## config.mk

```make
export PLATFORM = sky130hd
export DESIGN_NAME = differential_drive_heading_steer_core_flat
export DESIGN_NICKNAME = d
export VERILOG_FILES = /design/src/design/dhs_pkg.sv /design/src/design/dhs_ifs.sv /design/src/design/differential_drive_heading_steer_core.sv /design/src/design/dhs_front.sv /design/src/design/dhs_fifo.sv /design/src/design/dhs_back.sv /design/src/flat_wrapper.sv
export VERILOG_INCLUDE_DIRS = /design/src /design/src/design
export SDC_FILE = /design/constraint.sdc
export NUM_CORES = 2
export LEC_CHECK = 0
export BUFFER_PORTS_ARGS = -buffer_cell sky130_fd_sc_hd__clkbuf_2
export CORE_ASPECT_RATIO = 1.1
export CORE_UTILIZATION = 35
export DETAILED_ROUTE_END_ITERATION = 6
export GPL_ROUTABILITY_DRIVEN = 1
export HOLD_SLACK_MARGIN = 0.05
export SLEW_MARGIN = 5
export SYNTH_ARGS = -nofsm -noshare
export SYNTH_HDL_FRONTEND = slang
export SYNTH_SLANG_ARGS = --single-unit
```

## constraint.sdc

```tcl
create_clock -name clk -period 17.3 [get_ports clk]
set_clock_uncertainty 0.15 [all_clocks]
set_input_delay 3.46 -clock clk [delete_from_list [all_inputs] [get_ports clk]]
set_output_delay 3.46 -clock clk [all_outputs]
set_load 0.005 [all_outputs]
```

## src/design/differential_drive_heading_steer_core_defines.svh

```systemverilog
// assertion macros for the heading steer core
`ifndef DIFFERENTIAL_DRIVE_HEADING_STEER_CORE_DEFINES_SVH
`define DIFFERENTIAL_DRIVE_HEADING_STEER_CORE_DEFINES_SVH

// same-cycle implication on clk with asynchronous reset
`define DHS_ASSERT_NOW(lbl, ante, cons, msg) \
	lbl: assert property (@(posedge clk) disable iff (!arst_n) (ante) |-> (cons)) \
		else $error(msg);

// next-cycle implication on clk with asynchronous reset
`define DHS_ASSERT_NEXT(lbl, ante, cons, msg) \
	lbl: assert property (@(posedge clk) disable iff (!arst_n) (ante) |=> (cons)) \
		else $error(msg);

`endif

```

## src/design/dhs_pkg.sv

```systemverilog
// types, constants and tables shared by the heading steer core
package dhs_pkg;

	localparam int CORDIC_STEPS_DEF = 14;
	localparam int QUEUE_DEPTH_DEF  = 4;
	localparam int CW               = 32;
	localparam int ANG_W            = 16;
	localparam int MAG_W            = 14;
	localparam int PROD_W           = 22;

	localparam logic [1:0] REG_TARGET_X   = 2'd0;
	localparam logic [1:0] REG_TARGET_Y   = 2'd1;
	localparam logic [1:0] REG_STEER_GAIN = 2'd2;
	localparam logic [1:0] REG_ARRIVAL    = 2'd3;

	localparam logic [1:0] DIR_RIGHT = 2'd0;
	localparam logic [1:0] DIR_LEFT  = 2'd1;
	localparam logic [1:0] DIR_BRAKE = 2'd2;

	localparam logic [9:0] DUTY_FULL = 10'd1023;

	localparam logic signed [ANG_W-1:0] QUARTER_POS = 16'sh4000;
	localparam logic signed [ANG_W-1:0] QUARTER_NEG = -16'sh4000;
	localparam logic signed [ANG_W-1:0] EIGHTH_POS  = 16'sh2000;
	localparam logic signed [ANG_W-1:0] EIGHTH_NEG  = -16'sh2000;

	typedef enum logic [1:0] {
		MODE_IDLE = 2'd0,
		MODE_GO   = 2'd1,
		MODE_HOLD = 2'd2
	} mode_t;

	typedef enum logic [2:0] {
		SC_ZERO,
		SC_SPIN_NEG,
		SC_SPIN_POS,
		SC_PROP_NEG,
		SC_PROP_POS
	} steer_cls_t;

	typedef struct packed {
		logic       kind;
		logic       near;
		steer_cls_t go_cls;
		logic [9:0] go_duty;
		steer_cls_t hold_cls;
		logic [9:0] hold_duty;
	} cls_word_t;

	typedef struct packed {
		logic full;
		logic empty;
	} q_stat_t;

	// atan(2^-i) in binary angle units
	function automatic logic signed [ANG_W-1:0] atan_lut(input logic [3:0] i);
		logic signed [ANG_W-1:0] v;
		unique case (i)
			4'd0:    v = 16'sd8192;
			4'd1:    v = 16'sd4836;
			4'd2:    v = 16'sd2555;
			4'd3:    v = 16'sd1297;
			4'd4:    v = 16'sd651;
			4'd5:    v = 16'sd326;
			4'd6:    v = 16'sd163;
			4'd7:    v = 16'sd81;
			4'd8:    v = 16'sd41;
			4'd9:    v = 16'sd20;
			4'd10:   v = 16'sd10;
			4'd11:   v = 16'sd5;
			4'd12:   v = 16'sd3;
			4'd13:   v = 16'sd1;
			4'd14:   v = 16'sd1;
			default: v = 16'sd0;
		endcase
		return v;
	endfunction

endpackage

```

## src/design/dhs_ifs.sv

```systemverilog
// valid/ready channel interfaces for pose items and motor results
interface dhs_item_if;
	logic               valid;
	logic               ready;
	logic               kind;
	logic signed [11:0] pos_x;
	logic signed [11:0] pos_y;
	logic signed [15:0] heading;

	modport source(output valid, kind, pos_x, pos_y, heading, input ready);
	modport sink(input valid, kind, pos_x, pos_y, heading, output ready);
endinterface

interface dhs_result_if;
	logic       valid;
	logic       ready;
	logic [1:0] front_dir;
	logic [1:0] back_dir;
	logic [9:0] front_duty;
	logic [9:0] back_duty;
	logic [1:0] mode_now;
	logic       arrived;

	modport source(output valid, front_dir, back_dir, front_duty, back_duty, mode_now,
		arrived, input ready);
	modport sink(input valid, front_dir, back_dir, front_duty, back_duty, mode_now,
		arrived, output ready);
endinterface

```

## src/design/differential_drive_heading_steer_core.sv

```systemverilog
// top level of the differential drive heading steer core
//
//   channel   dir   word
//   item      in    kind, pos_x, pos_y, heading
//   result    out   front_dir, back_dir, front_duty, back_duty, mode_now, arrived
//   cfg_*     in    register index, data (no handshake)
//
// one word per cycle while results are taken; an item passes the input register, the unrolled
// cordic stages, the error, multiply and scale stages, the queue and the output register
// asynchronous reset clears control state and loads register defaults, no clearing pass
// a stalled result fills the QUEUE_DEPTH-word queue, then the front end halts and item.ready drops
module differential_drive_heading_steer_core #(
	parameter int CORDIC_STEPS = dhs_pkg::CORDIC_STEPS_DEF,
	parameter int QUEUE_DEPTH  = dhs_pkg::QUEUE_DEPTH_DEF
) (
	input  logic         clk,
	input  logic         arst_n,
	dhs_item_if.sink     item,
	dhs_result_if.source result,
	input  logic         cfg_we,
	input  logic [1:0]   cfg_idx,
	input  logic [11:0]  cfg_data
);
	import dhs_pkg::*;

	`include "differential_drive_heading_steer_core_defines.svh"

	logic signed [11:0] target_x_q, target_y_q;
	logic [7:0]         steer_gain_q;
	logic [9:0]         arrival_radius_q;

	logic               q_push, q_pop;
	cls_word_t          q_in, q_out;
	q_stat_t            q_stat;

	logic               brake_shown;

	assign brake_shown = (result.front_dir == DIR_BRAKE) && (result.back_dir == DIR_BRAKE)
		&& (result.front_duty == '0) && (result.back_duty == '0);

	always_ff @(posedge clk or negedge arst_n) begin
		if (!arst_n) begin
			target_x_q       <= '0;
			target_y_q       <= '0;
			steer_gain_q     <= 8'd20;
			arrival_radius_q <= 10'd50;
		end else if (cfg_we) begin
			unique case (cfg_idx)
				REG_TARGET_X:   target_x_q       <= cfg_data;
				REG_TARGET_Y:   target_y_q       <= cfg_data;
				REG_STEER_GAIN: steer_gain_q     <= cfg_data[7:0];
				REG_ARRIVAL:    arrival_radius_q <= cfg_data[9:0];
				default: begin
				end
			endcase
		end
	end

	dhs_front #(
		.STEPS(CORDIC_STEPS)
	) u_front (
		.clk            (clk),
		.arst_n         (arst_n),
		.item           (item),
		.target_x       (target_x_q),
		.target_y       (target_y_q),
		.steer_gain     (steer_gain_q),
		.arrival_radius (arrival_radius_q),
		.q_stat         (q_stat),
		.push           (q_push),
		.push_word      (q_in)
	);

	dhs_fifo #(
		.DEPTH(QUEUE_DEPTH)
	) u_fifo (
		.clk       (clk),
		.arst_n    (arst_n),
		.push      (q_push),
		.push_word (q_in),
		.pop       (q_pop),
		.pop_word  (q_out),
		.stat      (q_stat)
	);

	dhs_back u_back (
		.clk    (clk),
		.arst_n (arst_n),
		.q_word (q_out),
		.q_stat (q_stat),
		.pop    (q_pop),
		.result (result)
	);

	`DHS_ASSERT_NOW(a_no_overflow, q_push, !q_stat.full, "queue written while full")
	`DHS_ASSERT_NOW(a_no_underflow, q_pop, !q_stat.empty, "queue read while empty")
	`DHS_ASSERT_NOW(a_brake_cmds, result.arrived, brake_shown, "latched brake without brake commands")
	`DHS_ASSERT_NEXT(a_latch_sticks, result.arrived, result.arrived, "brake latch released")

endmodule

```

## src/design/dhs_front.sv

```systemverilog
// front end: bearing cordic pipeline, heading error classification and duty scaling
module dhs_front #(
	parameter int STEPS = dhs_pkg::CORDIC_STEPS_DEF
) (
	input  logic                clk,
	input  logic                arst_n,
	dhs_item_if.sink            item,
	input  logic signed [11:0]  target_x,
	input  logic signed [11:0]  target_y,
	input  logic [7:0]          steer_gain,
	input  logic [9:0]          arrival_radius,
	input  dhs_pkg::q_stat_t    q_stat,
	output logic                push,
	output dhs_pkg::cls_word_t  push_word
);
	import dhs_pkg::*;

	typedef struct packed {
		logic                    kind;
		logic                    near;
		logic                    zero;
		logic                    hpos;
		logic signed [ANG_W-1:0] heading;
	} side_t;

	function automatic steer_cls_t classify(input logic signed [ANG_W-1:0] e);
		steer_cls_t c;
		priority if (e == '0)        c = SC_ZERO;
		else if (e < EIGHTH_NEG)     c = SC_SPIN_NEG;
		else if (e > EIGHTH_POS)     c = SC_SPIN_POS;
		else if (e < 0)              c = SC_PROP_NEG;
		else                         c = SC_PROP_POS;
		return c;
	endfunction

	function automatic logic [MAG_W-1:0] magnitude(input logic signed [ANG_W-1:0] e);
		logic [ANG_W-1:0] a;
		a = e[ANG_W-1] ? ANG_W'(-e) : ANG_W'(e);
		return a[MAG_W-1:0];
	endfunction

	function automatic logic [9:0] duty_of(input logic [PROD_W-1:0] p);
		logic [CW-1:0] t;
		logic [15:0]   hi;
		logic [9:0]    s;
		t  = {p, 10'b0} - {10'b0, p};
		hi = t[CW-1:16];
		s  = (hi > 16'(DUTY_FULL)) ? DUTY_FULL : hi[9:0];
		return DUTY_FULL - s;
	endfunction

	logic                    adv;
	logic                    v_s  [STEPS+1];
	side_t                   sd_s [STEPS+1];
	logic signed [CW-1:0]    x_s  [STEPS+1];
	logic signed [CW-1:0]    y_s  [STEPS+1];
	logic signed [ANG_W-1:0] z_s  [STEPS+1];

	logic signed [12:0]      dyc, dxc, ex_abs, ey_abs;
	logic signed [CW-1:0]    xsc, ysc;
	logic signed [CW-1:0]    x0, y0;
	logic signed [ANG_W-1:0] z0;
	side_t                   sd0;

	logic signed [ANG_W-1:0] brg, err_go, err_hold;

	logic                    v_s1, v_s2, v_s3;
	logic                    kind_s1, near_s1, kind_s2, near_s2;
	steer_cls_t              gcls_s1, hcls_s1, gcls_s2, hcls_s2;
	logic [MAG_W-1:0]        gmag_s1, hmag_s1;
	logic [PROD_W-1:0]       gprod_s2, hprod_s2;
	cls_word_t               word_s3;

	assign adv        = !(v_s3 && q_stat.full);
	assign item.ready = adv;
	assign push       = v_s3 && !q_stat.full;
	assign push_word  = word_s3;

	always_comb begin
		dyc    = {item.pos_x[11], item.pos_x} - {target_x[11], target_x};
		dxc    = {target_y[11], target_y} - {item.pos_y[11], item.pos_y};
		ex_abs = dyc[12] ? -dyc : dyc;
		ey_abs = dxc[12] ? -dxc : dxc;
		xsc    = {{3{dxc[12]}}, dxc, 16'b0};
		ysc    = {{3{dyc[12]}}, dyc, 16'b0};
		if (dxc[12]) begin
			if (!dyc[12]) begin
				x0 = ysc;
				y0 = -xsc;
				z0 = QUARTER_POS;
			end else begin
				x0 = -ysc;
				y0 = xsc;
				z0 = QUARTER_NEG;
			end
		end else begin
			x0 = xsc;
			y0 = ysc;
			z0 = '0;
		end
		sd0.kind    = item.kind;
		sd0.near    = (ex_abs < {3'b0, arrival_radius}) && (ey_abs < {3'b0, arrival_radius});
		sd0.zero    = (dxc == '0) && (dyc == '0);
		sd0.hpos    = !target_x[11] && (target_x != '0);
		sd0.heading = item.heading;
	end

	always_ff @(posedge clk or negedge arst_n) begin
		if (!arst_n) begin
			v_s[0] <= 1'b0;
		end else if (adv) begin
			v_s[0] <= item.valid;
		end
	end

	always_ff @(posedge clk) begin
		if (adv) begin
			sd_s[0] <= sd0;
			x_s[0]  <= x0;
			y_s[0]  <= y0;
			z_s[0]  <= z0;
		end
	end

	for (genvar k = 0; k < STEPS; k++) begin : g_step
		always_ff @(posedge clk or negedge arst_n) begin
			if (!arst_n) begin
				v_s[k+1] <= 1'b0;
			end else if (adv) begin
				v_s[k+1] <= v_s[k];
			end
		end

		always_ff @(posedge clk) begin
			if (adv) begin
				sd_s[k+1] <= sd_s[k];
				if (!y_s[k][CW-1]) begin
					x_s[k+1] <= x_s[k] + (y_s[k] >>> k);
					y_s[k+1] <= y_s[k] - (x_s[k] >>> k);
					z_s[k+1] <= z_s[k] + atan_lut(4'(k));
				end else begin
					x_s[k+1] <= x_s[k] - (y_s[k] >>> k);
					y_s[k+1] <= y_s[k] + (x_s[k] >>> k);
					z_s[k+1] <= z_s[k] - atan_lut(4'(k));
				end
			end
		end
	end

	always_comb begin
		brg      = sd_s[STEPS].zero ? '0 : z_s[STEPS];
		err_go   = brg - sd_s[STEPS].heading;
		err_hold = (sd_s[STEPS].hpos ? QUARTER_POS : QUARTER_NEG) - sd_s[STEPS].heading;
	end

	always_ff @(posedge clk or negedge arst_n) begin
		if (!arst_n) begin
			v_s1 <= 1'b0;
			v_s2 <= 1'b0;
			v_s3 <= 1'b0;
		end else if (adv) begin
			v_s1 <= v_s[STEPS];
			v_s2 <= v_s1;
			v_s3 <= v_s2;
		end
	end

	always_ff @(posedge clk) begin
		if (adv) begin
			kind_s1  <= sd_s[STEPS].kind;
			near_s1  <= sd_s[STEPS].near;
			gcls_s1  <= classify(err_go);
			hcls_s1  <= classify(err_hold);
			gmag_s1  <= magnitude(err_go);
			hmag_s1  <= magnitude(err_hold);

			kind_s2  <= kind_s1;
			near_s2  <= near_s1;
			gcls_s2  <= gcls_s1;
			hcls_s2  <= hcls_s1;
			gprod_s2 <= PROD_W'(gmag_s1) * PROD_W'(steer_gain);
			hprod_s2 <= PROD_W'(hmag_s1) * PROD_W'(steer_gain);

			word_s3.kind      <= kind_s2;
			word_s3.near      <= near_s2;
			word_s3.go_cls    <= gcls_s2;
			word_s3.go_duty   <= duty_of(gprod_s2);
			word_s3.hold_cls  <= hcls_s2;
			word_s3.hold_duty <= duty_of(hprod_s2);
		end
	end

endmodule

```

## src/design/dhs_fifo.sv

```systemverilog
// short word queue between the front end and the motor command back end
module dhs_fifo #(
	parameter int DEPTH = dhs_pkg::QUEUE_DEPTH_DEF
) (
	input  logic               clk,
	input  logic               arst_n,
	input  logic               push,
	input  dhs_pkg::cls_word_t push_word,
	input  logic               pop,
	output dhs_pkg::cls_word_t pop_word,
	output dhs_pkg::q_stat_t   stat
);
	import dhs_pkg::*;

	localparam int AW = $clog2(DEPTH);
	localparam int NW = $clog2(DEPTH + 1);

	cls_word_t       mem_q [DEPTH];
	logic [AW-1:0]   wp_q, rp_q;
	logic [NW-1:0]   cnt_q;

	assign stat.full  = (cnt_q == NW'(DEPTH));
	assign stat.empty = (cnt_q == '0);
	assign pop_word   = mem_q[rp_q];

	always_ff @(posedge clk) begin
		if (push) begin
			mem_q[wp_q] <= push_word;
		end
	end

	always_ff @(posedge clk or negedge arst_n) begin
		if (!arst_n) begin
			wp_q  <= '0;
			rp_q  <= '0;
			cnt_q <= '0;
		end else begin
			if (push) begin
				wp_q <= (wp_q == AW'(DEPTH - 1)) ? '0 : wp_q + 1'b1;
			end
			if (pop) begin
				rp_q <= (rp_q == AW'(DEPTH - 1)) ? '0 : rp_q + 1'b1;
			end
			unique case ({push, pop})
				2'b10:   cnt_q <= cnt_q + 1'b1;
				2'b01:   cnt_q <= cnt_q - 1'b1;
				default: cnt_q <= cnt_q;
			endcase
		end
	end

endmodule

```

## src/design/dhs_back.sv

```systemverilog
// back end: mode, brake latch and held motor commands, output register
module dhs_back (
	input  logic               clk,
	input  logic               arst_n,
	input  dhs_pkg::cls_word_t q_word,
	input  dhs_pkg::q_stat_t   q_stat,
	output logic               pop,
	dhs_result_if.source       result
);
	import dhs_pkg::*;

	mode_t      mode_q, mode_d;
	logic       brake_q, brake_d;
	logic       out_v_q;
	logic [1:0] fdir_q, bdir_q, fdir_d, bdir_d;
	logic [9:0] fduty_q, bduty_q, fduty_d, bduty_d;
	steer_cls_t cls;
	logic [9:0] duty;

	assign pop = !q_stat.empty && (!out_v_q || result.ready);

	assign result.valid      = out_v_q;
	assign result.front_dir  = fdir_q;
	assign result.back_dir   = bdir_q;
	assign result.front_duty = fduty_q;
	assign result.back_duty  = bduty_q;
	assign result.mode_now   = mode_q;
	assign result.arrived    = brake_q;

	always_comb begin
		mode_d  = mode_q;
		brake_d = brake_q;
		fdir_d  = fdir_q;
		bdir_d  = bdir_q;
		fduty_d = fduty_q;
		bduty_d = bduty_q;
		cls     = (mode_q == MODE_GO) ? q_word.go_cls : q_word.hold_cls;
		duty    = (mode_q == MODE_GO) ? q_word.go_duty : q_word.hold_duty;
		if (q_word.kind) begin
			mode_d = MODE_GO;
		end else if (mode_q == MODE_GO || mode_q == MODE_HOLD) begin
			if (!brake_q) begin
				unique case (cls)
					SC_SPIN_NEG: begin
						fdir_d  = DIR_RIGHT;
						bdir_d  = DIR_LEFT;
						fduty_d = DUTY_FULL;
						bduty_d = DUTY_FULL;
					end
					SC_SPIN_POS: begin
						fdir_d  = DIR_LEFT;
						bdir_d  = DIR_RIGHT;
						fduty_d = DUTY_FULL;
						bduty_d = DUTY_FULL;
					end
					SC_PROP_NEG: begin
						fdir_d  = DIR_RIGHT;
						bdir_d  = DIR_RIGHT;
						fduty_d = DUTY_FULL;
						bduty_d = duty;
					end
					SC_PROP_POS: begin
						fdir_d  = DIR_RIGHT;
						bdir_d  = DIR_RIGHT;
						fduty_d = duty;
						bduty_d = DUTY_FULL;
					end
					default: begin
					end
				endcase
			end
			if (q_word.near) begin
				if (mode_q == MODE_GO) begin
					mode_d = MODE_HOLD;
				end
				brake_d = 1'b1;
				fdir_d  = DIR_BRAKE;
				bdir_d  = DIR_BRAKE;
				fduty_d = '0;
				bduty_d = '0;
			end
		end
	end

	always_ff @(posedge clk or negedge arst_n) begin
		if (!arst_n) begin
			mode_q  <= MODE_IDLE;
			brake_q <= 1'b0;
			out_v_q <= 1'b0;
			fdir_q  <= DIR_RIGHT;
			bdir_q  <= DIR_RIGHT;
			fduty_q <= '0;
			bduty_q <= '0;
		end else begin
			if (pop) begin
				mode_q  <= mode_d;
				brake_q <= brake_d;
				fdir_q  <= fdir_d;
				bdir_q  <= bdir_d;
				fduty_q <= fduty_d;
				bduty_q <= bduty_d;
				out_v_q <= 1'b1;
			end else if (result.ready) begin
				out_v_q <= 1'b0;
			end
		end
	end

endmodule
```

## src/flat_wrapper.sv

```systemverilog
// flat-port wrapper written by rule: the top's interface ports become plain ports
module differential_drive_heading_steer_core_flat import dhs_pkg::*;
#(
	parameter int CORDIC_STEPS = dhs_pkg::CORDIC_STEPS_DEF,
	parameter int QUEUE_DEPTH  = dhs_pkg::QUEUE_DEPTH_DEF
)
  (clk, arst_n, cfg_we, cfg_idx, cfg_data, item_valid, item_kind, item_pos_x, item_pos_y, item_heading, item_ready, result_valid, result_front_dir, result_back_dir, result_front_duty, result_back_duty, result_mode_now, result_arrived, result_ready);
  dhs_item_if item_i ();
  dhs_result_if result_i ();
  input  logic clk;
  input  logic arst_n;
  input  logic cfg_we;
  input  logic [1:0] cfg_idx;
  input  logic [11:0] cfg_data;
  input wire logic [$bits(item_i.valid)-1:0] item_valid;
  input wire logic [$bits(item_i.kind)-1:0] item_kind;
  input wire logic [$bits(item_i.pos_x)-1:0] item_pos_x;
  input wire logic [$bits(item_i.pos_y)-1:0] item_pos_y;
  input wire logic [$bits(item_i.heading)-1:0] item_heading;
  output wire logic [$bits(item_i.ready)-1:0] item_ready;
  output wire logic [$bits(result_i.valid)-1:0] result_valid;
  output wire logic [$bits(result_i.front_dir)-1:0] result_front_dir;
  output wire logic [$bits(result_i.back_dir)-1:0] result_back_dir;
  output wire logic [$bits(result_i.front_duty)-1:0] result_front_duty;
  output wire logic [$bits(result_i.back_duty)-1:0] result_back_duty;
  output wire logic [$bits(result_i.mode_now)-1:0] result_mode_now;
  output wire logic [$bits(result_i.arrived)-1:0] result_arrived;
  input wire logic [$bits(result_i.ready)-1:0] result_ready;
  assign item_i.valid = item_valid;
  assign item_i.kind = item_kind;
  assign item_i.pos_x = item_pos_x;
  assign item_i.pos_y = item_pos_y;
  assign item_i.heading = item_heading;
  assign item_ready = item_i.ready;
  assign result_valid = result_i.valid;
  assign result_front_dir = result_i.front_dir;
  assign result_back_dir = result_i.back_dir;
  assign result_front_duty = result_i.front_duty;
  assign result_back_duty = result_i.back_duty;
  assign result_mode_now = result_i.mode_now;
  assign result_arrived = result_i.arrived;
  assign result_i.ready = result_ready;
  differential_drive_heading_steer_core #(.CORDIC_STEPS(CORDIC_STEPS), .QUEUE_DEPTH(QUEUE_DEPTH)) u_core (.clk(clk), .arst_n(arst_n), .item(item_i), .result(result_i), .cfg_we(cfg_we), .cfg_idx(cfg_idx), .cfg_data(cfg_data));
endmodule
```

==> results.sh <==
export IMPL_synth_edff_count=1374
export IMPL_hp_class="reg2reg"
export IMPL_drtAntennaViolNets=0
export IMPL_synth_simple_area_share_pct=12.4
export IMPL_start_util_pct=35.2
export IMPL_cts_root_buf="clkbuf_16"
export IMPL_cp_end_kind="flip-flop"
export IMPL_crit_path_top_delay_cell="o311a_1"
export IMPL_cap_violations=0
export IMPL_arrival_ns=8.41
export IMPL_synth_fa_ha_area_share_pct=15.7
export IMPL_hold_viol_final=0
export IMPL_final_cells=13900
export IMPL_clk_pin_slew_worst_paths_ns=0.06
export IMPL_synthesis_area_um2=102000
export IMPL_cts_setup_buffers=0
export IMPL_drt_iter0_drc=4277
export IMPL_synthFlopType="edfxtp_1"
export IMPL_netlist_instances=9729
export IMPL_async_flop_share_pct=6.47
export IMPL_synth_xor_area_share_pct=10.9
export IMPL_slew_headroom_pct=26.7
export IMPL_area_growth_pct=10.8
export IMPL_synth_most_common_cell="edfxtp_1"
export IMPL_synth_top_cell_area_share_pct=40.3
export IMPL_finalCriticalPeriod_ns=7.91
export IMPL_tightest_slew_ns=1.09
export IMPL_muxShareOfSynthArea_pct=1.63
export IMPL_vias=72100
export IMPL_cp_slowest_stage_delay_ns=0.72
export IMPL_die_x_um=518
export IMPL_syn_avg_cell_area_um2=10.5
export IMPL_worstSetupStartpointType="input port"
export IMPL_timing_rr_start="u_core.u_front.v_s3$_DFFE_PN0N_"
export IMPL_place_inst=13600
export IMPL_dieHeight_um=570
export IMPL_r2r_end="u_core.u_front.x_s[0][216]$_DFFE_PP_"
export IMPL_synth_compound_area_share_pct=13.8
export IMPL_min_path_cells=0
export IMPL_cp_startpoint="item_pos_x[0]"
export IMPL_globalplace_congestion=0.926
export IMPL_die_area_um2=295000
export IMPL_grt_pass1_vias=72300
export IMPL_dpl_hpwl_um=190000
export IMPL_endpoint="u_core.u_front.sd_s[0][18]$_DFFE_PN_"
export IMPL_grt_start_max_net_pins=159
export IMPL_fmax_mhz=126
export IMPL_crit_required_ns=17.80
export IMPL_cts_tree="built"
export IMPL_cts_resized=0
export IMPL_nets=11100
export IMPL_detail_route_vias_per_cell=5.18
export IMPL_ys_warn_count=0
export IMPL_htree_levels=4
export IMPL_synth_distinct_cells=96
export IMPL_grt_antenna_before_repair=2
export IMPL_numCtsBuffers=169
export IMPL_postCtsHoldBufs=0
export IMPL_yosysSeqAreaShare_pct=42.6
export IMPL_routedWlPerCell_um=17.5
export IMPL_critical_path_top_delay_family="compound AO/OA/AOI/OAI gates"
export IMPL_crit_type="in2reg"
export IMPL_rr_worst_depth=21
export IMPL_track_usage_pct=16.2
export IMPL_yosys_area_top_type="edfxtp_1"
export IMPL_ctsLongestPathBuffers=3
export IMPL_setup_tns_ns=0
export IMPL_drt_pass1_iterations=6
export IMPL_io_buffers=88
export IMPL_path_buf_inv=4
export IMPL_path_depth=26
export IMPL_clkSinkCount=1469
export IMPL_drive_gt1_share_pct=5.86
export IMPL_drt_wl_total_um=244000
export IMPL_grt_overflow_total=0
export IMPL_io_pins=89
export IMPL_finalCritPeriodShare_pct=45.7
export IMPL_drc_errors=0
export IMPL_ys_seq_elements=1469
export IMPL_placement_rows=208
export IMPL_yosys_top_cells_count="edfxtp_1, ha_1, xnor2_1"
export IMPL_clk_latency_ns=0.83
export IMPL_crit_fanout=18
export IMPL_ff2ff_setup_slack_ns=10.94
export IMPL_core_region_area_um2=291000
export IMPL_drv_slew=0
export IMPL_grt_pass1_wl_um=387000
export IMPL_rsz0062_at_grt="no"
export IMPL_synthTopCellsByArea="edfxtp_1, ha_1, xnor2_1"
export IMPL_outcome="finished clean"
export IMPL_synth_top_family_by_area="adder cells"
export IMPL_final_setup_viol_count=0
## layout make-up
type	instances	area (µm²)
Sequential cell	1469	43600
Clock buffer	210	4460
Fill cell	28200	178000
Timing Repair Buffer	155	962
Inverter	657	2480
Antenna cell	2	5.00
Clock inverter	106	1310
Tap cell	3885	4860
Multi-Input combinational cell	7446	55800
## placed cells by master, fill, tap and decap left out, drive strengths merged, types with 124 or more instances in the layout
master,synthesis,final
edfxtp,1374,1374
ha,1003,1003
xnor2,881,881
a21oi,715,715
nor2,709,709
nand2,674,674
inv,651,664
o21ai,510,510
xor2,395,395
clkbuf,133,297
nor3,246,246
a21o,244,244
and2,222,222
fa,176,176
nand2b,127,127
nor2b,124,124
## registers in the layout, indices dropped and copies added, names as in the netlist, 3 cells and up
name	cells
u_core.u_front.y_s	333
u_core.u_front.x_s	327
u_core.u_front.sd_s	300
u_core.u_front.z_s	186
u_core.u_fifo.mem_q	112
u_core.u_front.push_word	28
u_core.u_front.gprod_s2	22
u_core.u_front.hprod_s2	22
u_core.u_front.v_s	15
u_core.u_front.gmag_s1	14
u_core.u_front.hmag_s1	14
u_core.target_x_q	12
u_core.target_y_q	12
u_core.arrival_radius_q	10
u_core.u_back.result.back_duty	10
u_core.u_back.result.front_duty	10
u_core.steer_gain_q	8
u_core.u_fifo.cnt_q	3
u_core.u_front.gcls_s1	3
u_core.u_front.gcls_s2	3
u_core.u_front.hcls_s1	3
u_core.u_front.hcls_s2	3
## worst min-delay path by stage
stage	from	end
3_3_place_gp	u_core.u_front.sd_s[0][30]$_DFFE_PN_	u_core.u_front.sd_s[0][50]$_DFFE_PN_
6_report	u_core.u_front.sd_s[0][59]$_DFFE_PN_	u_core.u_front.sd_s[0][79]$_DFFE_PN_
5_1_grt	u_core.u_front.sd_s[1][27]$_DFFE_PN_	u_core.u_front.sd_s[1][47]$_DFFE_PN_
4_1_cts	u_core.u_front.sd_s[0][59]$_DFFE_PN_	u_core.u_front.sd_s[0][79]$_DFFE_PN_
2_1_floorplan	u_core.u_front.gcls_s1[0]$_SDFFCE_PP0N_	u_core.u_front.gcls_s2[0]$_DFFE_PN_
3_5_place_dp	u_core.u_front.sd_s[0][10]$_DFFE_PN_	u_core.u_front.sd_s[0][30]$_DFFE_PN_
## kinds of logic (layout without fill, tap and decap cells)
group	count (synthesis)	in the layout
DFF	1469	1469
muxes	127	127
AOI/OAI and AO/OA	2242	2242
other	1	5
and+or+nand+nor	2619	2619
adders and majority gates	1179	1179
xor gates and xnor gates	1276	1276
buffers and inverters	816	1128
## per-layer routing
layer / up-vias / track usage, % / wire (µm)
met5: - / 0 / 0
met4: 0 / 7.18 / 10800
met3: 554 / 1.93 / 8030
met2: 1428 / 28.8 / 121000
met1: 34500 / 19.5 / 104000
li1: 35600 / - / -
## metrics by stage
step	worst slack [ns]	hold slack, ns	utilization [%]	cell area [µm²]
5_1_grt	8.89	0.266	39.0	114000
3_3_place_gp	8.50	0.252	37.0	108000
3_5_place_dp	8.64	0.255	37.0	108000
2_1_floorplan	3.86	0.250	-	103000
4_1_cts	9.53	0.252	38.9	114000
6_report	9.39	0.255	39.0	114000
Power is left out: the tool's default activity adds up to more than one toggle a clock period on the data nets, which glitch-free logic cannot reach.
